## config.mk

```make
export PLATFORM = sky130hd
export DESIGN_NAME = lnc_cell
export DESIGN_NICKNAME = d
export VERILOG_FILES = /design/src/rtl/lnc_pkg.sv /design/src/rtl/lnc_cell.sv
export SDC_FILE = /design/constraint.sdc
export NUM_CORES = 1
export LEC_CHECK = 0
export BUFFER_PORTS_ARGS = -buffer_cell sky130_fd_sc_hd__buf_2
export CAP_MARGIN = 25
export CORE_MARGIN = 4
export CORE_UTILIZATION = 30
export CTS_BUF_LIST = sky130_fd_sc_hd__clkbuf_8
export DETAILED_ROUTE_END_ITERATION = 8
export GPL_TIMING_DRIVEN = 0
export MAX_ROUTING_LAYER = met4
export PLACE_DENSITY = 0.62
export SETUP_SLACK_MARGIN = 0.3
export SLEW_MARGIN = 5
export SYNTH_ARGS = -nofsm -noshare
export SYNTH_HDL_FRONTEND = slang
export SYNTH_SLANG_ARGS = --single-unit
```

## constraint.sdc

```tcl
create_clock -name clock -period 29.5 [get_ports clock]
set_input_delay 5.9 -clock clock [delete_from_list [all_inputs] [get_ports clock]]
set_output_delay 5.9 -clock clock [all_outputs]
set_load 0.03 [all_outputs]
```

## src/rtl/lnc_pkg.sv

```systemverilog
// Package for the LRU name cache: word types, request codes and cell commands.
// Used by lnc_cell and lru_name_cache; depends on nothing else.
package lnc_pkg;

   localparam int MAX_ENTRIES = 64;
   localparam int IDX_W       = $clog2(MAX_ENTRIES);
   localparam int CNT_W       = $clog2(MAX_ENTRIES + 1);

   localparam logic [1:0] FUNC_LOOKUP     = 2'd0;
   localparam logic [1:0] FUNC_INSERT     = 2'd1;
   localparam logic [1:0] FUNC_INVALIDATE = 2'd2;
   localparam logic [1:0] FUNC_FLUSH      = 2'd3;

   localparam logic [2:0] OP_NONE   = 3'd0;
   localparam logic [2:0] OP_CMP    = 3'd1;
   localparam logic [2:0] OP_HIT    = 3'd2;
   localparam logic [2:0] OP_UPDATE = 3'd3;
   localparam logic [2:0] OP_REMOVE = 3'd4;
   localparam logic [2:0] OP_EVICT  = 3'd5;
   localparam logic [2:0] OP_INSERT = 3'd6;
   localparam logic [2:0] OP_FLUSH  = 3'd7;

   typedef struct packed {
      logic [1:0]  func;
      logic [63:0] key;
      logic [31:0] value;
      logic        negative_in;
   } req_type;

   typedef struct packed {
      logic             hit;
      logic             negative_out;
      logic [31:0]      value_out;
      logic [31:0]      entry_hits;
      logic             evicted;
      logic [CNT_W-1:0] entry_count;
      logic [31:0]      lookup_total;
      logic [31:0]      hit_total;
      logic [31:0]      miss_total;
      logic [31:0]      insert_total;
      logic [31:0]      eviction_total;
   } rsp_type;

   // Command broadcast to every cell.
   typedef struct packed {
      logic [2:0]       op;
      logic [63:0]      key;
      logic [31:0]      value;
      logic             negative;
      logic [IDX_W-1:0] rank;
   } cmd_type;

   // Contents of the selected cell, zero from every other cell.
   typedef struct packed {
      logic [IDX_W-1:0] rank;
      logic [31:0]      value;
      logic             negative;
      logic [31:0]      hits;
   } cell_rd_type;

endpackage

```

## src/rtl/lnc_cell.sv

```systemverilog
// One entry of the LRU name cache with its recency rank.
// Depends on lnc_pkg; chained to its neighbors through the select chains.
module lnc_cell (
   input  logic                 clock,
   input  logic                 reset,
   input  lnc_pkg::cmd_type     cmd,
   input  logic                 mtaken_in,
   output logic                 mtaken_out,
   input  logic                 ftaken_in,
   output logic                 ftaken_out,
   output lnc_pkg::cell_rd_type rd
);

   logic                      valid_ff, valid_in;
   logic                      match_ff, match_in;
   logic [63:0]               key_ff, key_in;
   logic [31:0]               value_ff, value_in;
   logic                      neg_ff, neg_in;
   logic [31:0]               hits_ff, hits_in;
   logic [lnc_pkg::IDX_W-1:0] rank_ff, rank_in;
   logic                      msel, fsel, esel;

   // First match and first free slot are found along the chain, lowest index first.
   assign msel       = match_ff & ~mtaken_in;
   assign mtaken_out = mtaken_in | match_ff;
   assign fsel       = ~valid_ff & ~ftaken_in;
   assign ftaken_out = ftaken_in | ~valid_ff;
   assign esel       = valid_ff & (rank_ff == cmd.rank);

   assign rd.rank     = msel ? rank_ff : '0;
   assign rd.value    = msel ? value_ff : '0;
   assign rd.negative = msel & neg_ff;
   assign rd.hits     = msel ? hits_ff : '0;

   always_comb begin
      valid_in = valid_ff;
      match_in = match_ff;
      key_in   = key_ff;
      value_in = value_ff;
      neg_in   = neg_ff;
      hits_in  = hits_ff;
      rank_in  = rank_ff;
      case (cmd.op)
         lnc_pkg::OP_CMP: begin
            match_in = valid_ff & (key_ff == cmd.key);
         end
         lnc_pkg::OP_HIT: begin
            if (msel) begin
               hits_in = hits_ff + 32'd1;
               rank_in = '0;
            end else if (valid_ff && rank_ff < cmd.rank) begin
               rank_in = rank_ff + 1'b1;
            end
         end
         lnc_pkg::OP_UPDATE: begin
            if (msel) begin
               value_in = cmd.value;
               neg_in   = cmd.negative;
               rank_in  = '0;
            end else if (valid_ff && rank_ff < cmd.rank) begin
               rank_in = rank_ff + 1'b1;
            end
         end
         lnc_pkg::OP_REMOVE: begin
            if (msel) begin
               valid_in = 1'b0;
            end else if (valid_ff && rank_ff > cmd.rank) begin
               rank_in = rank_ff - 1'b1;
            end
         end
         lnc_pkg::OP_EVICT: begin
            if (esel) begin
               valid_in = 1'b0;
            end else if (valid_ff && rank_ff > cmd.rank) begin
               rank_in = rank_ff - 1'b1;
            end
         end
         lnc_pkg::OP_INSERT: begin
            if (fsel) begin
               valid_in = 1'b1;
               key_in   = cmd.key;
               value_in = cmd.value;
               neg_in   = cmd.negative;
               hits_in  = '0;
               rank_in  = '0;
            end else if (valid_ff) begin
               rank_in = rank_ff + 1'b1;
            end
         end
         lnc_pkg::OP_FLUSH: begin
            valid_in = 1'b0;
         end
         default: begin
         end
      endcase
   end

   always_ff @(posedge clock) begin
      if (reset) begin
         valid_ff <= 1'b0;
      end else begin
         valid_ff <= valid_in;
      end
      match_ff <= match_in;
      key_ff   <= key_in;
      value_ff <= value_in;
      neg_ff   <= neg_in;
      hits_ff  <= hits_in;
      rank_ff  <= rank_in;
   end

endmodule
```

==> results.txt <==
----------------------------------------------------
[Power]
  Cell leakage power ... about 3.3 nW
  Maximum resistive drop on vdd ... about 26 uV
  Power per standard cell area ... ~54 nW/um^2
  Total design power ... roughly 460 uW

[Yosys]
  Largest cells by area after synthesis ... edfxtp_1 (62%), and2_1 (6.5%), xnor2_1 (5.0%), xor2_1 (4.4%), nor2_1 (2.0%)
  Cell with the most instances after synthesis ... edfxtp_1
  Cell type with the largest total area after synthesis ... edfxtp_1
  Number of distinct library cells after synthesis ... a little under 50
  Summed instance area of the synthesized netlist ... 6610 sq um
  Post-synthesis instance total ... 533
  Most used flip-flop cell after synthesis ... edfxtp_1
  Number of warnings issued by yosys ... 0
  Share of synthesized area occupied by flip-flops and latches ... 0.621
  Synth cell count leaders ... edfxtp_1 (136), and2_1 (69), xnor2_1 (38)
  Count of state elements after synthesis ... around 140
  Proportion of register bits with asynchronous set or reset after synthesis ... 0
  Number of nets in the synthesized netlist ... ~650
  Post-synth top area share ... 0.618
  Count of flip-flops with a built-in enable after synthesis ... roughly 140
  Average instance area after synthesis ... between 10 and 15 sq um

[Clock tree]
  Number of clock sinks ... about 140
  Post-CTS sizing ... 0
  Worst skew pair latency ... 440 ps
  CTS tree ... done
  Number of CTS-inserted buffers ... 17
  Worst-case clock buffer depth ... 2
  Clock-pin slew of the registers on the worst-case setup and hold paths ... ~80 ps
  Hold-fix buffer count after cts ... 0
  Buffer type at the clock tree root ... clkbuf_8
  Maximum level of the CTS H-tree ... 4
  Number of buffers inserted by post-CTS setup repair ... 0

[Min path]
  Hold depth ... 2
  Worst Min Path Start ... hits_ff[16]$_SDFFCE_PP0P_
  Hold Crit Class ... reg -> reg
  End of the worst hold path ... hits_ff[16]$_SDFFCE_PP0P_

[Floorplan]
  Horizontal die dimension ... 156 um
  Initial core utilization ... 0.304
  Standard cell core area ... 21,800 sq um
  DIE AREA ... between 20,000 and 25,000 sq um
  Number of rows created at floorplan ... 54
  Vert. Die Dim ... 156 um
  Count of boundary I/O pins ... 183

[STA]
  Skew final ... ~9.2 ps
  Max Freq ... ~74 MHz
  Aggregate negative setup slack ... 0 ps
  Final critical delay including setup and external delays ... around 13,000 ps
  Setup violators final ... 0
  Tcrit/Tclk final ... 0.456
  Worst hold margin ... roughly 640 ps
  Setup repair after global routing missed its margin ... false
  Min setup slack post-route ... roughly 16,000 ps
  Max-slew headroom at the worst pin ... 0.384
  Final number of hold-violating endpoints ... 0
  Final Max Slew Viols ... 0
  Worst-margin pin slew ... about 920 ps

[Flow run]
  # Max-Cap Violations ... 0

[Setup path]
  WS Path Type ... in -> out
  FF-to-FF setup slack ... 26,610 ps
  Worst flop-to-flop path endpoint ... rank_ff[4]$_DFFE_PP_
  Worst-case reg-to-reg path depth ... 6
  Crit path DAT ... roughly 7500 ps
  Reg-to-reg startpoint ... rank_ff[3]$_DFFE_PP_
  Kind of start point of the critical path ... primary input
  Required time of the critical path ... around 24,000 ps
  Crit path max fanout ... 10
  Nature of the critical path endpoint ... output port

[Drt]
  Number of search-and-repair iterations in the first detailed-routing pass ... 4
  Average routed wire per standard cell ... 15.5 um
  Antenna Nets Post-Route ... 0
  Vias after detailed routing ... approximately 4.8k
  Post-route DRC violation count ... 0
  Routed vias/inst ... roughly 4.6
  Total Routed Length ... about 16 mm
  Drt first-iter violations ... 200

[Global route]
  Most heavily used metal layer in global routing ... met2
  Grt ovf ... 0
  Global routing usage on met3 ... 0.0492
  Wire length of the first global-routing pass ... between 20 and 25 mm
  Met1 layer usage reported by global route ... 0.168
  Met2 Resource Use GR ... 0.205
  Overall fraction of global-route tracks in use ... 0.134
  Number of antenna violations at the first check in global routing ... 9
  Maximum number of pins on one net before global-route repair ... 34
  Vias in the first global route ... approximately 4.7k

[Placement]
  DP Area ... a little under 8000 sq um
  Global placement routability congestion ... around 0.78
  Worst slack, placed ... ~16,000 ps
  Total of buffers placed on input and output ports ... ~180
  DP HPWL ... around 12 mm

[Cells and area]
  Number of fill cells in the layout ... 2,179
  Fraction of layout cells with a size suffix above 1 ... 0.311
  Final std cell area, no fill ... 8410 sq um
  Net count reported at finish ... between 800 and 900
  Area added between synthesis and finish ... 27.3%

[Status]
  Status ... finished clean

----------------------------------------------------
==> cell type report <==
type / count / area (sq um) / share of cell area
diodes: 9 / 22.5 / 0.00268
plain buffers: 17 / 77.6 / 0.00922
clock buffers: 17 / 234 / 0.0278
clock inverters: 15 / 214 / 0.0254
inverters: 33 / 124 / 0.0147
multi-input cells: 346 / 2310 / 0.275
flip-flops and latches: 137 / 4100 / 0.488
well taps: 280 / 350 / 0.0416
repair buffers: 190 / 977 / 0.116
==> layout by cell type, fill, tap and decap left out, types with 3 or more instances in the layout <==
cell / netlist / routed
inv_1: 33 / 33
and4_4: 3 / 3
and2_1: 69 / 69
and3_1: 6 / 6
ha_1: 9 / 9
o21ai_0: 14 / 14
buf_2: 2 / 183
nor4_1: 8 / 7
clkinv_4: 0 / 5
a221oi_1: 3 / 3
clkbuf_1: 13 / 13
clkbuf_8: 0 / 17
nand2b_1: 3 / 3
nor2_1: 35 / 35
edfxtp_1: 136 / 136
inv_6: 0 / 4
xnor2_1: 38 / 38
and4_1: 4 / 4
xor2_1: 33 / 33
o2bb2ai_1: 3 / 3
nand2_1: 21 / 21
nand4_1: 20 / 20
or3_1: 7 / 7
nand3_1: 14 / 14
bufinv_16: 0 / 4
diode_2: 0 / 9
buf_4: 1 / 9
a21oi_1: 13 / 13
o22ai_1: 8 / 8
nor3_1: 6 / 6
o221ai_1: 3 / 3
==> critical path, stage by stage <==
cell and delay (ps):
buf_2 110, nor2b_1 140, clkbuf_1 530, clkbuf_1 390, and2_1 240, buf_2 220
==> per-stage QoR <==
step | util | std cells
finish | 0.387 | 1044
global route | 0.387 | 1044
CTS | 0.386 | 1035
detailed placement | 0.365 | 1003
global placement | 0.361 | 994
floorplan | - | 533
==> metal layers <==
metal / part of all wire / vias up
met5: 0 / -
met1: 0.44 / 2247
li1: - / 2368
met4: 0.011 / 0
met2: 0.46 / 155
met3: 0.083 / 15
==> kinds of logic (layout without fill, tap and decap cells) <==
group | Yosys count | after routing | synth area share
DFF | 137 | 137 | 0.621
adders and majority gates | 9 | 9 | 0.0170
xor gates and xnor gates | 71 | 71 | 0.0941
and+or+nand+nor | 202 | 202 | 0.171
muxes | 1 | 1 | 0.00151
AOI/OAI and AO/OA | 63 | 63 | 0.0644
other | 0 | 9 | 0
buffers and inverters | 50 | 272 | 0.0305
==> flip-flops by register name, indices dropped and copies added (netlist names) <==
signal    count
rank_ff       6
key_ff       64
match_ff      1
neg_ff        1
valid_ff      1
hits_ff      32
value_ff     32
==> worst max-delay path by stage <==
stage | to | from | depth (start not counted) | slack (ps)
after floorplan | neg_ff$_DFFE_PP_ | cmd[103] | 4 | 15530
after global placement | value_ff[23]$_DFFE_PP_ | cmd[103] | 4 | 12320
after detailed placement | rd[33] | mtaken_in | 6 | 15970
after CTS | rd[33] | mtaken_in | 6 | 15980
after global routing | rd[33] | mtaken_in | 6 | 15930
final | rd[34] | mtaken_in | 6 | 16060
==> where the power goes <==
part / internal [mW] / switching, mW / leakage [nW] / total (mW)
combinational: 0.0205 / 0.0323 / 1.80 / 0.0528
sequential: 0.221 / 0.00474 / 1.25 / 0.226
clock: 0.0942 / 0.0829 / 0.225 / 0.177
No activity file was read; power rests on OpenSTA's default activity.
